`config.mk`:
```
export PLATFORM = sky130hd
export DESIGN_NAME = parallel_adc_conversion_reader
export DESIGN_NICKNAME = d
export VERILOG_FILES = /design/src/rtl/pacr_pkg.sv /design/src/rtl/pacr_csr.sv /design/src/rtl/pacr_sequencer.sv /design/src/rtl/pacr_out_buffer.sv /design/src/rtl/parallel_adc_conversion_reader.sv
export VERILOG_INCLUDE_DIRS = /design/src /design/src/rtl
export SDC_FILE = /design/constraint.sdc
export NUM_CORES = 1
export LEC_CHECK = 0
export BUFFER_PORTS_ARGS = -buffer_cell sky130_fd_sc_hd__buf_2
export CORE_UTILIZATION = 40
export CTS_CLUSTER_DIAMETER = 200
export DETAILED_ROUTE_END_ITERATION = 10
export PLACE_DENSITY = 0.59
export REMOVE_ABC_BUFFERS = 1
export SETUP_SLACK_MARGIN = 0.05
export SLEW_MARGIN = 20
export SYNTH_ARGS = -nofsm -noshare
export SYNTH_HDL_FRONTEND = slang
export SYNTH_SLANG_ARGS = --single-unit
```
`constraint.sdc`:
```
create_clock -name clock -period 5.8 [get_ports clock]
set_input_delay 0.58 -clock clock [delete_from_list [all_inputs] [get_ports clock]]
set_output_delay 0.58 -clock clock [all_outputs]
set_load 0.02 [all_outputs]
```
`src/rtl/parallel_adc_conversion_reader_defines.svh`:
```
// Assertion macros shared by the parallel ADC conversion reader.
// Included by the top level; no other dependencies.
`ifndef PARALLEL_ADC_CONVERSION_READER_DEFINES_SVH
`define PARALLEL_ADC_CONVERSION_READER_DEFINES_SVH

`ifndef SYNTHESIS
// A property that must hold on every clock edge outside reset.
`define PACR_ASSERT_ALWAYS(label, clk, rst, prop, msg) \
   label: assert property (@(posedge clk) disable iff (rst) (prop)) else $error(msg);
// A condition on one edge that forces a consequence on the next edge.
`define PACR_ASSERT_NEXT(label, clk, rst, ante, cons, msg) \
   label: assert property (@(posedge clk) disable iff (rst) (ante) |=> (cons)) else $error(msg);
`else
`define PACR_ASSERT_ALWAYS(label, clk, rst, prop, msg)
`define PACR_ASSERT_NEXT(label, clk, rst, ante, cons, msg)
`endif

`endif

```
`src/rtl/pacr_pkg.sv`:
```
// Types, codes and constants of the parallel ADC conversion reader.
// Used by every module of the block but pacr_out_buffer; depends on nothing.
`timescale 1ns / 1ps

package pacr_pkg;

   localparam int NUM_CHANNELS_DEFAULT = 6;

   localparam int CMD_W      = 2;
   localparam int BUS_W      = 16;
   localparam int SAMPLE_W   = 12;
   localparam int CHANNEL_W  = 3;
   localparam int TICK_W     = 12;
   localparam int TIMEOUT_W  = 10;
   localparam int HOLD_W     = 8;
   localparam int RST_HOLD_W = 12;
   localparam int CSR_IDX_W  = 3;
   localparam int CSR_DATA_W = 12;

   localparam logic [TIMEOUT_W-1:0]  BUSY_TIMEOUT_RESET = 10'd10;
   localparam logic [HOLD_W-1:0]     CONVST_HOLD_RESET  = 8'd2;
   localparam logic [RST_HOLD_W-1:0] RESET_HOLD_RESET   = 12'd1000;

   typedef enum logic [CMD_W-1:0] {
      CMD_NONE  = 2'd0,
      CMD_START = 2'd1,
      CMD_RESET = 2'd2
   } cmd_type;

   typedef enum logic [CSR_IDX_W-1:0] {
      REG_BUSY_TIMEOUT = 3'd0,
      REG_CONVST_HOLD  = 3'd1,
      REG_RESET_HOLD   = 3'd2,
      REG_RANGE_SEL    = 3'd3,
      REG_REF_SEL      = 3'd4
   } reg_index_type;

   typedef enum logic [5:0] {
      PH_IDLE = 6'b000001,
      PH_HOLD = 6'b000010,
      PH_WAIT = 6'b000100,
      PH_RDLO = 6'b001000,
      PH_RDHI = 6'b010000,
      PH_RST  = 6'b100000
   } phase_type;

   typedef struct packed {
      logic [TIMEOUT_W-1:0]  busy_timeout;
      logic [HOLD_W-1:0]     convst_hold;
      logic [RST_HOLD_W-1:0] reset_hold;
      logic                  range_select;
      logic                  reference_select;
   } cfg_type;

   typedef struct packed {
      logic                       last_sample;
      logic                       sample_valid;
      logic                       engaged;
      logic                       timeout_error;
      logic signed [SAMPLE_W-1:0] sample;
      logic [CHANNEL_W-1:0]       channel;
      logic                       reference_level;
      logic                       range_level;
      logic                       reset_level;
      logic                       read_strobe_n;
      logic                       chip_select_n;
      logic                       convst_level;
   } rsp_type;

endpackage

```
`src/rtl/pacr_csr.sv`:
```
// Configuration registers of the parallel ADC conversion reader.
// Depends on pacr_pkg for the register indexes and the configuration struct.
`timescale 1ns / 1ps

module pacr_csr (
   input  logic                               clock,
   input  logic                               reset,
   input  logic                               wr_en,
   input  logic [pacr_pkg::CSR_IDX_W-1:0]     wr_index,
   input  logic [pacr_pkg::CSR_DATA_W-1:0]    wr_data,
   output pacr_pkg::cfg_type                  cfg
);

   pacr_pkg::cfg_type cfg_ff;
   pacr_pkg::cfg_type cfg_in;

   always_comb begin
      cfg_in = cfg_ff;
      if (wr_en) begin
         case (wr_index)
            pacr_pkg::REG_BUSY_TIMEOUT: begin
               cfg_in.busy_timeout = wr_data[pacr_pkg::TIMEOUT_W-1:0];
            end
            pacr_pkg::REG_CONVST_HOLD: begin
               cfg_in.convst_hold = wr_data[pacr_pkg::HOLD_W-1:0];
            end
            pacr_pkg::REG_RESET_HOLD: begin
               cfg_in.reset_hold = wr_data[pacr_pkg::RST_HOLD_W-1:0];
            end
            pacr_pkg::REG_RANGE_SEL: begin
               cfg_in.range_select = wr_data[0];
            end
            pacr_pkg::REG_REF_SEL: begin
               cfg_in.reference_select = wr_data[0];
            end
            default: begin
               cfg_in = cfg_ff;
            end
         endcase
      end
   end

   always_ff @(posedge clock) begin
      if (reset) begin
         cfg_ff.busy_timeout     <= pacr_pkg::BUSY_TIMEOUT_RESET;
         cfg_ff.convst_hold      <= pacr_pkg::CONVST_HOLD_RESET;
         cfg_ff.reset_hold       <= pacr_pkg::RESET_HOLD_RESET;
         cfg_ff.range_select     <= 1'b0;
         cfg_ff.reference_select <= 1'b0;
      end else begin
         cfg_ff <= cfg_in;
      end
   end

   assign cfg = cfg_ff;

endmodule

```
`src/rtl/pacr_sequencer.sv`:
```
// Pin sequencer of the parallel ADC conversion reader: phase, tick counter,
// channel counter and pin registers, advanced once per accepted tick beat.
// Depends on pacr_pkg.
`timescale 1ns / 1ps

module pacr_sequencer #(
   parameter int NUM_CHANNELS = pacr_pkg::NUM_CHANNELS_DEFAULT
) (
   input  logic                            clock,
   input  logic                            reset,
   input  logic                            step,
   input  logic [pacr_pkg::CMD_W-1:0]      cmd,
   input  logic                            busy_level,
   input  logic [pacr_pkg::BUS_W-1:0]      data_bus,
   input  pacr_pkg::cfg_type               cfg,
   output pacr_pkg::rsp_type               result
);

   localparam logic [pacr_pkg::CHANNEL_W:0] LAST_COUNT = (pacr_pkg::CHANNEL_W+1)'(NUM_CHANNELS);

   pacr_pkg::phase_type               phase_ff, phase_in;
   logic [pacr_pkg::TICK_W-1:0]       tick_ff, tick_in;
   logic [pacr_pkg::CHANNEL_W-1:0]    chan_ff, chan_in;
   logic                              convst_ff, convst_in;
   logic                              cs_n_ff, cs_n_in;
   logic                              rd_n_ff, rd_n_in;
   logic                              rst_pin_ff, rst_pin_in;

   logic [pacr_pkg::TICK_W-1:0]       tick_inc;
   logic [pacr_pkg::TICK_W-1:0]       wait_count;
   logic                              hold_done;
   logic                              rst_done;
   logic                              wait_expired;
   logic                              on_last;
   logic                              do_wait;
   logic                              valid;
   logic                              timeout;

   assign tick_inc  = tick_ff + 1'b1;
   assign hold_done = tick_ff >= {{(pacr_pkg::TICK_W-pacr_pkg::HOLD_W){1'b0}}, cfg.convst_hold};
   assign rst_done  = tick_ff >= cfg.reset_hold;
   // When the hold ends the busy wait starts on the same tick with a fresh count.
   assign wait_count   = (phase_ff == pacr_pkg::PH_HOLD) ? pacr_pkg::TICK_W'(1) : tick_inc;
   assign wait_expired = wait_count >=
                         {{(pacr_pkg::TICK_W-pacr_pkg::TIMEOUT_W){1'b0}}, cfg.busy_timeout};
   assign on_last      = ({1'b0, chan_ff} + 1'b1) >= LAST_COUNT;

   always_comb begin
      phase_in   = phase_ff;
      tick_in    = tick_ff;
      chan_in    = chan_ff;
      convst_in  = convst_ff;
      cs_n_in    = cs_n_ff;
      rd_n_in    = rd_n_ff;
      rst_pin_in = rst_pin_ff;
      do_wait    = 1'b0;
      valid      = 1'b0;
      timeout    = 1'b0;

      case (phase_ff)
         pacr_pkg::PH_IDLE: begin
            if (cmd == pacr_pkg::CMD_START) begin
               convst_in = 1'b1;
               cs_n_in   = 1'b1;
               rd_n_in   = 1'b1;
               tick_in   = pacr_pkg::TICK_W'(1);
               phase_in  = pacr_pkg::PH_HOLD;
            end else if (cmd == pacr_pkg::CMD_RESET) begin
               rst_pin_in = 1'b1;
               tick_in    = pacr_pkg::TICK_W'(1);
               phase_in   = pacr_pkg::PH_RST;
            end
         end
         pacr_pkg::PH_HOLD: begin
            if (hold_done) begin
               do_wait = 1'b1;
            end else begin
               tick_in = tick_inc;
            end
         end
         pacr_pkg::PH_WAIT: begin
            do_wait = 1'b1;
         end
         pacr_pkg::PH_RDLO: begin
            rd_n_in  = 1'b0;
            valid    = 1'b1;
            phase_in = pacr_pkg::PH_RDHI;
         end
         pacr_pkg::PH_RDHI: begin
            rd_n_in = 1'b1;
            if (on_last) begin
               cs_n_in   = 1'b1;
               convst_in = 1'b0;
               chan_in   = '0;
               phase_in  = pacr_pkg::PH_IDLE;
            end else begin
               chan_in  = chan_ff + 1'b1;
               phase_in = pacr_pkg::PH_RDLO;
            end
         end
         pacr_pkg::PH_RST: begin
            if (rst_done) begin
               rst_pin_in = 1'b0;
               tick_in    = '0;
               phase_in   = pacr_pkg::PH_IDLE;
            end else begin
               tick_in = tick_inc;
            end
         end
         default: begin
            phase_in = pacr_pkg::PH_IDLE;
         end
      endcase

      // Busy low takes precedence over an expiring timeout.
      if (do_wait) begin
         if (!busy_level) begin
            cs_n_in  = 1'b0;
            chan_in  = '0;
            tick_in  = '0;
            phase_in = pacr_pkg::PH_RDLO;
         end else if (wait_expired) begin
            timeout  = 1'b1;
            cs_n_in  = 1'b1;
            tick_in  = '0;
            phase_in = pacr_pkg::PH_IDLE;
         end else begin
            tick_in  = wait_count;
            phase_in = pacr_pkg::PH_WAIT;
         end
      end
   end

   always_comb begin
      result.convst_level    = convst_in;
      result.chip_select_n   = cs_n_in;
      result.read_strobe_n   = rd_n_in;
      result.reset_level     = rst_pin_in;
      result.range_level     = ~cfg.range_select;
      result.reference_level = ~cfg.reference_select;
      result.sample_valid    = valid;
      result.channel         = valid ? chan_ff : '0;
      result.sample          = valid ? data_bus[pacr_pkg::SAMPLE_W-1:0] : '0;
      result.last_sample     = valid & on_last;
      result.timeout_error   = timeout;
      result.engaged         = phase_in != pacr_pkg::PH_IDLE;
   end

   always_ff @(posedge clock) begin
      if (reset) begin
         phase_ff   <= pacr_pkg::PH_IDLE;
         tick_ff    <= '0;
         chan_ff    <= '0;
         convst_ff  <= 1'b1;
         cs_n_ff    <= 1'b1;
         rd_n_ff    <= 1'b1;
         rst_pin_ff <= 1'b0;
      end else if (step) begin
         phase_ff   <= phase_in;
         tick_ff    <= tick_in;
         chan_ff    <= chan_in;
         convst_ff  <= convst_in;
         cs_n_ff    <= cs_n_in;
         rd_n_ff    <= rd_n_in;
         rst_pin_ff <= rst_pin_in;
      end
   end

endmodule

```
`src/rtl/pacr_out_buffer.sv`:
```
// Result register with a skid stage, so that a new beat is taken while a
// finished one still waits. Generic in width; no package dependencies.
`timescale 1ns / 1ps

module pacr_out_buffer #(
   parameter int WIDTH = 8
) (
   input  logic             clock,
   input  logic             reset,
   input  logic             in_valid,
   output logic             in_ready,
   input  logic [WIDTH-1:0] in_data,
   output logic             out_valid,
   input  logic             out_ready,
   output logic [WIDTH-1:0] out_data
);

   logic             main_valid_ff, main_valid_in;
   logic [WIDTH-1:0] main_data_ff, main_data_in;
   logic             skid_valid_ff, skid_valid_in;
   logic [WIDTH-1:0] skid_data_ff, skid_data_in;

   assign in_ready = ~skid_valid_ff;

   always_comb begin
      main_valid_in = main_valid_ff;
      main_data_in  = main_data_ff;
      skid_valid_in = skid_valid_ff;
      skid_data_in  = skid_data_ff;
      if (out_ready || !main_valid_ff) begin
         if (skid_valid_ff) begin
            main_valid_in = 1'b1;
            main_data_in  = skid_data_ff;
            skid_valid_in = 1'b0;
         end else begin
            main_valid_in = in_valid;
            main_data_in  = in_data;
         end
      end else if (in_valid && !skid_valid_ff) begin
         // Output stalled: park the new beat in the skid stage.
         skid_valid_in = 1'b1;
         skid_data_in  = in_data;
      end
   end

   always_ff @(posedge clock) begin
      if (reset) begin
         main_valid_ff <= 1'b0;
         skid_valid_ff <= 1'b0;
      end else begin
         main_valid_ff <= main_valid_in;
         skid_valid_ff <= skid_valid_in;
      end
   end

   always_ff @(posedge clock) begin
      main_data_ff <= main_data_in;
      skid_data_ff <= skid_data_in;
   end

   assign out_valid = main_valid_ff;
   assign out_data  = main_data_ff;

endmodule

```
`src/rtl/parallel_adc_conversion_reader.sv`:
```
// Parallel ADC conversion reader: six-channel pin sequencer, one tick per beat.
// Usage: every req beat is one timing tick carrying a command (none, start
// conversion or reset pulse), the sampled busy pin and the sampled data bus.
// Every accepted req beat yields exactly one rsp beat holding the pin levels
// in force after that tick, plus a signed sample on RD low ticks (rsp_tuser
// high, rsp_tlast high on the final channel) and a timeout flag.
// Output: the rsp beat is registered, via the skid stage when the output stalls.
// Throughput: one beat per cycle while rsp_tready is high, set by the single
// pass of sequencer next-state logic between its state and the result register.
// Stall: when rsp_tready is low, one further beat is parked in a skid stage;
// req_tready then drops until the output drains.
// Reset: synchronous, active high; the sequencer returns to idle with
// convert-start and chip select high, RD high and the reset pin low, and the
// configuration registers take their default values.
// Configuration: csr writes are always accepted; they should be issued only
// while no conversion or reset sequence is running.
// Depends on pacr_pkg, pacr_csr, pacr_sequencer, pacr_out_buffer.
`timescale 1ns / 1ps
`include "parallel_adc_conversion_reader_defines.svh"

module parallel_adc_conversion_reader #(
   parameter int NUM_CHANNELS = pacr_pkg::NUM_CHANNELS_DEFAULT
) (
   input  logic                            clock,
   input  logic                            reset,
   // Tick beats in.
   input  logic                            req_tvalid,
   output logic                            req_tready,
   // cmd[1:0], busy_level[2], data_bus[18:3], zero pad [23:19]
   input  logic [23:0]                     req_tdata,
   // Result beats out.
   output logic                            rsp_tvalid,
   input  logic                            rsp_tready,
   // convst_level[0], chip_select_n[1], read_strobe_n[2], reset_level[3],
   // range_level[4], reference_level[5], channel[8:6], sample[20:9],
   // timeout_error[21], engaged[22], zero pad [23]
   output logic [23:0]                     rsp_tdata,
   // sample_valid[0]
   output logic                            rsp_tuser,
   output logic                            rsp_tlast,
   // Configuration writes.
   input  logic                            csr_valid,
   output logic                            csr_ready,
   input  logic [pacr_pkg::CSR_IDX_W-1:0]  csr_index,
   input  logic [pacr_pkg::CSR_DATA_W-1:0] csr_data
);

   pacr_pkg::cfg_type cfg;
   pacr_pkg::rsp_type seq_result;
   pacr_pkg::rsp_type out_result;
   logic              step;

   assign csr_ready = 1'b1;
   assign step      = req_tvalid & req_tready;

   pacr_csr u_csr (
      .clock    (clock),
      .reset    (reset),
      .wr_en    (csr_valid & csr_ready),
      .wr_index (csr_index),
      .wr_data  (csr_data),
      .cfg      (cfg)
   );

   pacr_sequencer #(
      .NUM_CHANNELS (NUM_CHANNELS)
   ) u_sequencer (
      .clock      (clock),
      .reset      (reset),
      .step       (step),
      .cmd        (req_tdata[1:0]),
      .busy_level (req_tdata[2]),
      .data_bus   (req_tdata[18:3]),
      .cfg        (cfg),
      .result     (seq_result)
   );

   pacr_out_buffer #(
      .WIDTH ($bits(pacr_pkg::rsp_type))
   ) u_out_buffer (
      .clock     (clock),
      .reset     (reset),
      .in_valid  (req_tvalid),
      .in_ready  (req_tready),
      .in_data   (seq_result),
      .out_valid (rsp_tvalid),
      .out_ready (rsp_tready),
      .out_data  (out_result)
   );

   assign rsp_tdata = {1'b0,
                       out_result.engaged,
                       out_result.timeout_error,
                       out_result.sample,
                       out_result.channel,
                       out_result.reference_level,
                       out_result.range_level,
                       out_result.reset_level,
                       out_result.read_strobe_n,
                       out_result.chip_select_n,
                       out_result.convst_level};
   assign rsp_tuser = out_result.sample_valid;
   assign rsp_tlast = out_result.last_sample;

   `PACR_ASSERT_NEXT(a_accept_gives_beat, clock, reset, req_tvalid && req_tready, rsp_tvalid,
      "accepted tick beat did not produce a result beat")
   `PACR_ASSERT_ALWAYS(a_last_is_sample, clock, reset, !(rsp_tvalid && rsp_tlast) || rsp_tuser,
      "last flag without a captured sample")
   `PACR_ASSERT_ALWAYS(a_sample_pins, clock, reset,
      !(rsp_tvalid && rsp_tuser) || (!rsp_tdata[1] && !rsp_tdata[2]),
      "sample captured without chip select and RD low")
   `PACR_ASSERT_ALWAYS(a_timeout_not_sample, clock, reset,
      !(rsp_tvalid && rsp_tdata[21] && rsp_tuser),
      "timeout flagged on a sample beat")

endmodule

```
==> results of run 1 <==
[cells by family after synthesis]
logic type / Yosys count / share of synthesized area
AOI/OAI and AO/OA: 114 / 0.144
xor gates and xnor gates: 16 / 0.0251
adders and majority gates: 33 / 0.0739
buffers and inverters: 67 / 0.0493
DFF: 109 / 0.480
muxes: 25 / 0.0486
other: 2 / 0.00134
and+or+nand+nor: 207 / 0.177
[how the worst max path moves through the flow]
stage | to | start
floorplan | u_out_buffer.out_data[22] | u_sequencer.tick_ff[1]
global placement | u_out_buffer.out_data[22] | u_sequencer.tick_ff[2]
detailed placement | u_out_buffer.out_data[22] | u_sequencer.tick_ff[2]
CTS | u_out_buffer.out_data[22] | u_sequencer.tick_ff[2]
global route | u_out_buffer.out_data[22] | u_sequencer.tick_ff[2]
finish | u_out_buffer.out_data[22] | u_sequencer.tick_ff[2]
[metal layers]
metal | up-vias | routed length, um
li1 | 2137 | -
met1 | 1986 | 5500
met2 | 81 | 5930
met3 | 13 | 496
met4 | 0 | 141
met5 | - | 0
[sequential cells by signal (all words and copies together), names as in the netlist]
| name | cells |
|---|---|
| u_out_buffer.skid_valid_ff | 1 |
| u_sequencer.phase_ff | 6 |
| u_sequencer.chan_ff | 3 |
| u_sequencer.tick_ff | 12 |
| u_sequencer.cs_n_ff | 1 |
| u_csr.cfg | 32 |
| u_out_buffer.out_data | 25 |
| u_out_buffer.skid_data_ff | 25 |
| u_sequencer.rd_n_ff | 1 |
| u_sequencer.convst_ff | 1 |
| u_sequencer.rst_pin_ff | 1 |
| u_out_buffer.out_valid | 1 |
[metrics by stage]
step,hold WS (ps),util
floorplan,426,-
global placement,443,0.449
detailed placement,448,0.449
CTS,455,0.473
global route,458,0.473
finish,455,0.473
[cell type report]
| class | instances | area, um^2 | area share |
|---|---|---|---|
| multi-input cells | 397 | 2640 | 0.414 |
| flip-flops and latches | 109 | 2680 | 0.421 |
| clock inverters | 6 | 93.8 | 0.0147 |
| repair buffers | 67 | 350 | 0.0550 |
| inverters | 41 | 154 | 0.0242 |
| well taps | 176 | 220 | 0.0346 |
| clock buffers | 10 | 229 | 0.0360 |
[power by group]
part / total [mW] / internal, mW / switching, mW
registers: 0.841 / 0.828 / 0.0127
clock network: 0.671 / 0.383 / 0.288
logic: 0.150 / 0.0526 / 0.0969
[cell usage in the layout, fill, tap and decap left out, types with 3 or more instances in the layout]
cell type  count
buf_4          6
o21ai_0       16
dfxtp_1       59
buf_2         61
nor2_1        55
nand4_1        8
mux2_2        17
inv_1         40
and3_1        16
a211o_1       11
nand3_1        8
a211oi_2       6
a31oi_1        4
nor2b_1        7
and2_1         7
nor3_1        10
nand2b_1       4
a21oi_1       36
edfxtp_1      50
clkbuf_16      9
mux2i_1        8
xor2_1         8
o31ai_1        3
xnor2_1        8
a211oi_1       8
ha_1          33
nand3b_1       3
nand2_1       72
[critical path, cell delays in order, from the launching register on]
cell       delay (ps)
dfxtp_1           490
nand4_1           200
nor2_1            290
nand3_1           210
o21a_1            250
nor2_1            110
nor2_1             50
ha_1              310
nand3_1           100
a2111oi_0         540
a311o_1           380
a32oi_1           180
and2_1            210
mux2_2            260
==> impl_metrics.py, run 1 <==
metrics = {
    "critical_path": {
        "crit_fanout": 7,
        "r2r-end": "u_out_buffer.out_data[22]",
        "cp.required_ps": 5910,
        "cp-end-kind": "register",
        "start_kind": "register",
        "reg2regPathDepth": 13,
        "reg2reg_slack_ps": 1970,
        "worst_ep_arrival_time_ps": 3940,
        "crit_type": "reg -> reg",
        "rr_startpoint": "u_sequencer.tick_ff[2]",
    },
    "outcome": {
        "outcome": "finished, final reports clean",
    },
    "yosys": {
        "synth-seq-cells": 109,
        "post-synth-top-area-fraction": 0.269,
        "ys_top_cells_by_count": "72 x nand2_1, 59 x dfxtp_1, 56 x nor2_1, 50 x edfxtp_1, 40 x inv_1",
        "yosys.area.top_type": "edfxtp_1",
        "avgSynthCellArea_um2": 9.75,
        "synth_ff_type": "dfxtp_1",
        "yosysMostFrequentCell": "nand2_1",
        "synthArstFlopShare": 0,
        "synth_area_leaders": "edfxtp_1 27%, dfxtp_1 21%, ha_1 7.4%",
        "syn_inst": 573,
        "synth-edff-count": 50,
        "yosysSeqAreaShare": 0.480,
        "synth_cell_types": 66,
        "yosysWarnings": 0,
        "synth_area_mm2": 0.00559,
    },
    "layout": {
        "area_delta_synth_final_pct": 14.0,
        "n_fill_cell": 1292,
        "diodes": 0,
        "fin_cells": 806,
        "nets": 702,
        "fin_area_mm2": 0.00637,
        "drive_gt1_frac": 0.195,
    },
    "route": {
        "routed_wl_um": 12100,
        "first_iter_violations": 257,
        "num_vias": 4217,
        "dr.pass1.iters": 4,
        "wl_per_cell_um": 15.0,
        "ant_nets": 0,
        "vias_per_cell": 5.23,
        "drc": 0,
    },
    "sta": {
        "fin_setup_tns_ps": 0,
        "period_share": 0.660,
        "setup_viol": 0,
        "tightest_slew_ps": 887,
        "worst_slack_ps": 1970,
        "slew-limit-headroom": 0.408,
        "slew_viol_final": 0,
        "clock_skew_ps": 9.49,
        "final-hold-violation-count": 0,
        "rsz0062_at_grt": "false",
        "fin_crit_ps": 3830,
        "max_freq_mhz": 261,
    },
    "hold_path": {
        "worstHoldEndpoint": "u_csr.cfg[30]",
        "min_path_cells": 2,
        "hold_path.class": "reg -> reg",
        "min_from": "u_csr.cfg[30]",
    },
    "floorplanning": {
        "die_w_um": 120,
        "dieArea_mm2": 0.0144,
        "rows": 42,
        "io_pins": 73,
        "die_height_um": 120,
        "core_area_mm2": 0.0135,
        "start_util": 0.415,
    },
    "clocking": {
        "clock_latency_ps": 350,
        "htreeDepth": 3,
        "cts_resized": 0,
        "cts_root_buf": "clkbuf_16",
        "cts_made_buffers": 9,
        "ctsLongestPathBuffers": 2,
        "post_cts_buffers": 0,
        "cts_tree": "yes",
        "path_clk_slew_ps": 80,
        "cts.sinks": 109,
        "hold_buffers": 0,
    },
    "grt": {
        "busiest_layer": "met2",
        "met3_usage": 0.0392,
        "antenna_found_initial": 0,
        "grt_pass1_wl_um": 19700,
        "grt_pass1_vias": 4036,
        "gr-total-overflow": 0,
        "met1_usage": 0.210,
        "grt_max_degree": 63,
        "grt_usage": 0.174,
        "met2_usage": 0.310,
    },
    "placed_design": {
        "place.gp.congestion": 0.856,
        "place_area_mm2": 0.00605,
        "dp_slack_ps": 1990,
        "dp_hpwl_um": 8570,
        "dp_cells": 790,
        "io_buffers": 61,
    },
    "power": {
        "peakVddDrop_mv": 0.135,
        "power_density_mw_per_mm2": 261,
        "p_total_mw": 1.66,
        "p_leak_nw": 2.59,
    },
    "flow_run": {
        "cap_violations": 0,
    },
}
Power figures use the tool's default switching activity.
==> run 2, diff against run 1 <==
- clock period: 5.8 -> 3.8 ns (I/O delays scaled with it)
==> run 2 against run 1 <==
Sequential power up 52%. Total power up 49%. Register-to-register slack worse by 1700 ps. Critical path type unchanged. Critical endpoint unchanged. Largest power group unchanged.
==> impl_metrics.py, run 2 (synthesis results as in run 1) <==
metrics = {
    "route": {
        "wl_per_cell_um": 14.8,
        "vias_per_cell": 5.23,
        "first_iter_violations": 199,
        "ant_nets": 0,
        "dr.pass1.iters": 4,
        "num_vias": 4276,
        "drc": 0,
        "routed_wl_um": 12100,
    },
    "floorplanning": {
        "start_util": 0.415,
        "die_height_um": 120,
        "die_w_um": 120,
        "core_area_mm2": 0.0135,
        "rows": 42,
        "dieArea_mm2": 0.0144,
        "io_pins": 73,
    },
    "sta": {
        "slew_viol_final": 0,
        "fin_setup_tns_ps": 0,
        "period_share": 0.940,
        "fin_crit_ps": 3570,
        "final-hold-violation-count": 0,
        "rsz0062_at_grt": "false",
        "setup_viol": 0,
        "slew-limit-headroom": 0.357,
        "tightest_slew_ps": 962,
        "clock_skew_ps": 8.73,
        "max_freq_mhz": 280,
    },
    "clocking": {
        "clock_latency_ps": 360,
        "post_cts_buffers": 0,
        "ctsLongestPathBuffers": 2,
        "cts_resized": 0,
        "hold_buffers": 0,
        "cts_root_buf": "clkbuf_16",
        "cts_made_buffers": 9,
        "cts_tree": "yes",
        "cts.sinks": 109,
        "path_clk_slew_ps": 70,
        "htreeDepth": 3,
    },
    "critical_path": {
        "cp.required_ps": 3910,
        "reg2reg_slack_ps": 230,
        "crit_fanout": 5,
        "cp.depth": 13,
        "cp_top_family": "simple AND/OR/NAND/NOR gates",
        "rr_startpoint": "u_sequencer.tick_ff[0]",
        "slowest_stage": "a2111oi_0",
        "r2r-end": "u_out_buffer.out_data[22]",
        "path_buf_inv": 0,
        "worst_ep_arrival_time_ps": 3680,
        "crit_chain": "ha_1 -> and3_2 -> and3_2 -> and3_1 -> xnor2_1 -> nor2_1 -> ha_1 -> nand3_1 -> a2111oi_0 -> a311o_1 -> a32oi_1 -> and2_1 -> mux2_2",
        "critPathCapture": "u_out_buffer.out_data[22]",
        "start_kind": "register",
        "reg2regPathDepth": 13,
        "cp-end-kind": "register",
        "cpPeakStageDelay_ps": 420,
        "crit_type": "reg -> reg",
        "critical_path.startpoint": "u_sequencer.tick_ff[0]",
    },
    "grt": {
        "antenna_found_initial": 0,
        "grt_pass1_wl_um": 20100,
        "grt_pass1_vias": 4163,
        "grt_usage": 0.178,
        "grt_max_degree": 39,
        "gr-total-overflow": 0,
    },
    "power": {
        "p_total_mw": 2.48,
        "p_switching_mw": 0.609,
        "p_clk_frac": 0.388,
        "p_seq_frac": 0.518,
        "power_density_mw_per_mm2": 385,
        "power_frac_comb": 0.094,
        "peakVddDrop_mv": 0.242,
        "p_leak_nw": 2.64,
        "switching_share": 0.246,
        "intPower_mw": 1.87,
    },
    "layout": {
        "drive_gt1_frac": 0.211,
        "largest_register_ffs": 32,
        "diodes": 0,
        "area_delta_synth_final_pct": 15.1,
        "final_common_cell": "nand2_1",
        "nets": 713,
        "mostFrequentLayoutCells": "72 x nand2_1, 61 x buf_2, 59 x dfxtp_1, 55 x nor2_1, 50 x edfxtp_1",
    },
    "outcome": {
        "outcome": "finished, final reports clean",
    },
    "hold_path": {
        "hold_path.class": "in -> reg",
    },
    "flow_run": {
        "cap_violations": 0,
    },
    "placed_design": {
        "io_buffers": 61,
        "place.gp.congestion": 0.825,
        "dp_hpwl_um": 8800,
    },
}
==> run 2: cell count changes in the layout (fill, tap and decap cells not counted), sizes merged <==
| cell | delta |
|---|---|
| buf | +11 |
| bufinv | -1 |
| clkbuf | -1 |
| inv | +2 |
==> run 2: worst min path at each step <==
| stage | startpoint | end | cells after the start | slack [ps] |
|---|---|---|---|---|
| after detailed placement | u_csr.cfg[17] | u_csr.cfg[17] | 2 | 450 |
| after floorplan | u_sequencer.rst_pin_ff | u_sequencer.rst_pin_ff | 2 | 430 |
| after global routing | csr_data[9] | u_csr.cfg[11] | 2 | 250 |
| final | csr_data[9] | u_csr.cfg[11] | 2 | 250 |
| after global placement | u_sequencer.convst_ff | u_sequencer.convst_ff | 1 | 440 |
| after CTS | csr_data[9] | u_csr.cfg[11] | 2 | 240 |
==> run 2: layout make-up <==
cell class | count | area (um^2)
inverters | 41 | 154
clock buffers | 9 | 225
repair buffers | 78 | 433
flip-flops and latches | 109 | 2680
clock inverters | 7 | 77.6
fillers | 1303 | 7020
well taps | 176 | 220
multi-input cells | 397 | 2640
==> run 2: per-stage QoR <==
step / area, um^2 / utilization / hold WS (ps) / setup WS, ps / std cells
after floorplan: 5470 / - / 426 / 567 / 547
after global placement: 6130 / 0.456 / 443 / 293 / 801
after detailed placement: 6130 / 0.456 / 449 / 304 / 801
after CTS: 6430 / 0.478 / 245 / 262 / 817
after global routing: 6430 / 0.478 / 250 / 103 / 817
final: 6430 / 0.478 / 254 / 230 / 817
==> run 2: worst reg2reg max path, delay by kind of cell (launching register included) <==
family / cells / cell delay, ps
simple gates: 6 / 1060
compound gates: 3 / 980
fa+ha+maj: 2 / 520
flops: 1 / 330
mux: 1 / 260
xor+xnor: 1 / 170
==> run 2: power groups by stage <==
stage               Sequential (mW)  Clock (mW)  Combinational, mW
floorplan                      1.33           0              0.111
global placement               1.31           0              0.229
detailed placement             1.31           0              0.234
CTS                            1.28       0.987              0.235
global route                   1.29        1.03              0.258
finish                         1.28       0.961              0.232
==> run 2: per-layer routing <==
metal / vias up / track usage / part of all wire
met2: 62 / 0.314 / 0.49
met3: 13 / 0.0316 / 0.029
met5: - / 0 / 0
met4: 0 / 0.0633 / 0.013
li1: 2153 / - / -
met1: 2048 / 0.216 / 0.47
==> run 3, diff against run 2 <==
- PLACE_DENSITY: 0.59 -> 0.65
==> run 3 against run 2 <==
Fmax grew 2.4%. Die area is the same. Hold slack gained 2.4 ps. Cell count shrank 0.37%. Total power shrank 3.4%. Core utilization shrank 0.38 points. Largest power group unchanged. Cell area shrank 0.80%. Sequential share of layout area grew 0.34 points.
==> impl_metrics.py, run 3 (synthesis results as in run 1) <==
metrics = {
    "critical_path": {
        "crit_type": "reg -> reg",
        "rr_startpoint": "u_sequencer.tick_ff[0]",
        "start_kind": "register",
        "critical_path.startpoint": "u_sequencer.tick_ff[0]",
        "cp-end-kind": "register",
        "critPathCapture": "u_out_buffer.out_data[22]",
        "r2r-end": "u_out_buffer.out_data[22]",
        "reg2regPathDepth": 13,
        "reg2reg_slack_ps": 310,
        "cp.required_ps": 3910,
        "worst_ep_arrival_time_ps": 3590,
        "crit_fanout": 5,
    },
    "placed_design": {
        "io_buffers": 61,
        "dp_hpwl_um": 8800,
        "dp_cells": 798,
        "place.gp.congestion": 0.901,
    },
    "grt": {
        "grt_usage": 0.177,
        "grt_pass1_vias": 4222,
        "grt_pass1_wl_um": 20100,
        "antenna_found_initial": 0,
        "gr-total-overflow": 0,
        "grt_max_degree": 41,
    },
    "clocking": {
        "hold_buffers": 0,
        "post_cts_buffers": 0,
        "cts_resized": 0,
        "cts.sinks": 109,
        "cts_root_buf": "clkbuf_16",
        "cts_tree": "yes",
        "clock_latency_ps": 350,
        "htreeDepth": 3,
        "path_clk_slew_ps": 70,
        "ctsLongestPathBuffers": 2,
        "cts_made_buffers": 9,
    },
    "floorplanning": {
        "die_w_um": 120,
        "io_pins": 73,
        "start_util": 0.415,
        "core_area_mm2": 0.0135,
        "die_height_um": 120,
        "dieArea_mm2": 0.0144,
        "rows": 42,
    },
    "power": {
        "intPower_mw": 1.79,
        "p_clk_frac": 0.368,
        "switching_share": 0.250,
        "p_seq_frac": 0.537,
        "p_total_mw": 2.39,
        "p_leak_nw": 2.61,
        "p_switching_mw": 0.598,
        "peakVddDrop_mv": 0.227,
        "power_density_mw_per_mm2": 375,
        "power_frac_comb": 0.096,
    },
    "layout": {
        "final_common_cell": "nand2_1",
        "nets": 710,
        "area_delta_synth_final_pct": 14.2,
        "fin_cells": 814,
        "n_fill_cell": 1311,
        "drive_gt1_frac": 0.207,
        "multi_input_area_mm2": 0.00264,
        "seq_area_mm2": 0.00268,
        "diodes": 0,
        "fin_util": 0.474,
        "mostFrequentLayoutCells": "72 x nand2_1, 61 x buf_2, 59 x dfxtp_1, 55 x nor2_1, 50 x edfxtp_1",
        "largest_register_ffs": 32,
    },
    "route": {
        "dr.pass1.iters": 7,
        "vias_per_cell": 5.18,
        "ant_nets": 0,
        "first_iter_violations": 240,
        "wl_per_cell_um": 14.7,
        "routed_wl_um": 11900,
        "drc": 0,
        "num_vias": 4214,
    },
    "sta": {
        "max_freq_mhz": 287,
        "rsz0062_at_grt": "false",
        "slew-limit-headroom": 0.409,
        "fin_crit_ps": 3490,
        "final-hold-violation-count": 0,
        "tightest_slew_ps": 885,
        "slew_viol_final": 0,
        "clock_skew_ps": 8.93,
        "fin_setup_tns_ps": 0,
        "hold_ws_ps": 257,
        "period_share": 0.918,
        "setup_viol": 0,
    },
    "outcome": {
        "outcome": "finished, final reports clean",
    },
    "hold_path": {
        "hold_path.class": "in -> reg",
        "min_path_cells": 2,
    },
    "flow_run": {
        "cap_violations": 0,
    },
}
## run 3: cell types whose count changed in the layout (fill, tap and decap cells not counted), sizes merged
cell,before,now
buf,78,75
bufinv,1,0
clkinv,1,3
inv,45,44
## run 3: power by group through the flow
stage          logic [mW]  clock network [mW]  registers, mW
2_1_floorplan       0.111                   0           1.33
3_3_place_gp        0.225                   0           1.31
3_5_place_dp        0.230                   0           1.31
4_1_cts             0.231               0.907           1.28
5_1_grt             0.255               0.953           1.29
6_report            0.229               0.880           1.28
## run 3: final cells by class
| cell class | count | share of cell area |
|---|---|---|
| Sequential cell | 109 | 0.420 |
| Tap cell | 176 | 0.0345 |
| Clock inverter | 7 | 0.00745 |
| Clock buffer | 9 | 0.0353 |
| Timing Repair Buffer | 75 | 0.0643 |
| Inverter | 41 | 0.0241 |
| Multi-Input combinational cell | 397 | 0.414 |
## run 3: through the flow
step	cell area, um^2	worst slack, ps
after global placement	6110	300
after detailed placement	6110	209
after CTS	6380	194
after global routing	6380	59.3
after floorplan	5470	567
final	6380	312
## run 3: worst min-delay path by stage
stage	start	to	slack (ps)
6_report	csr_data[8]	u_csr.cfg[10]	260
5_1_grt	csr_data[8]	u_csr.cfg[10]	250
4_1_cts	csr_data[8]	u_csr.cfg[10]	250
3_5_place_dp	u_csr.cfg[18]	u_csr.cfg[18]	450
3_3_place_gp	u_sequencer.convst_ff	u_sequencer.convst_ff	440
2_1_floorplan	u_sequencer.rst_pin_ff	u_sequencer.rst_pin_ff	430
## run 3: critical path, cell delays in order, from the launching register on
cell and delay [ps]:
dfxtp_1 320, ha_1 240, and3_2 260, and3_2 250, and3_1 200, xnor2_1 180, nor2_1 60, ha_1 290
nand3_1 90, a2111oi_0 440, a311o_2 270, a32oi_1 160, and2_1 220, mux2_2 260
## run 3: routing by layer
metal	wire (um)	vias to the layer above	part of all wire	global-route usage
met2	5930	71	0.50	0.312
met3	428	11	0.036	0.0396
met5	0	-	0	0
li1	-	2149	-	-
met1	5440	1983	0.46	0.217
met4	136	0	0.011	0.0453
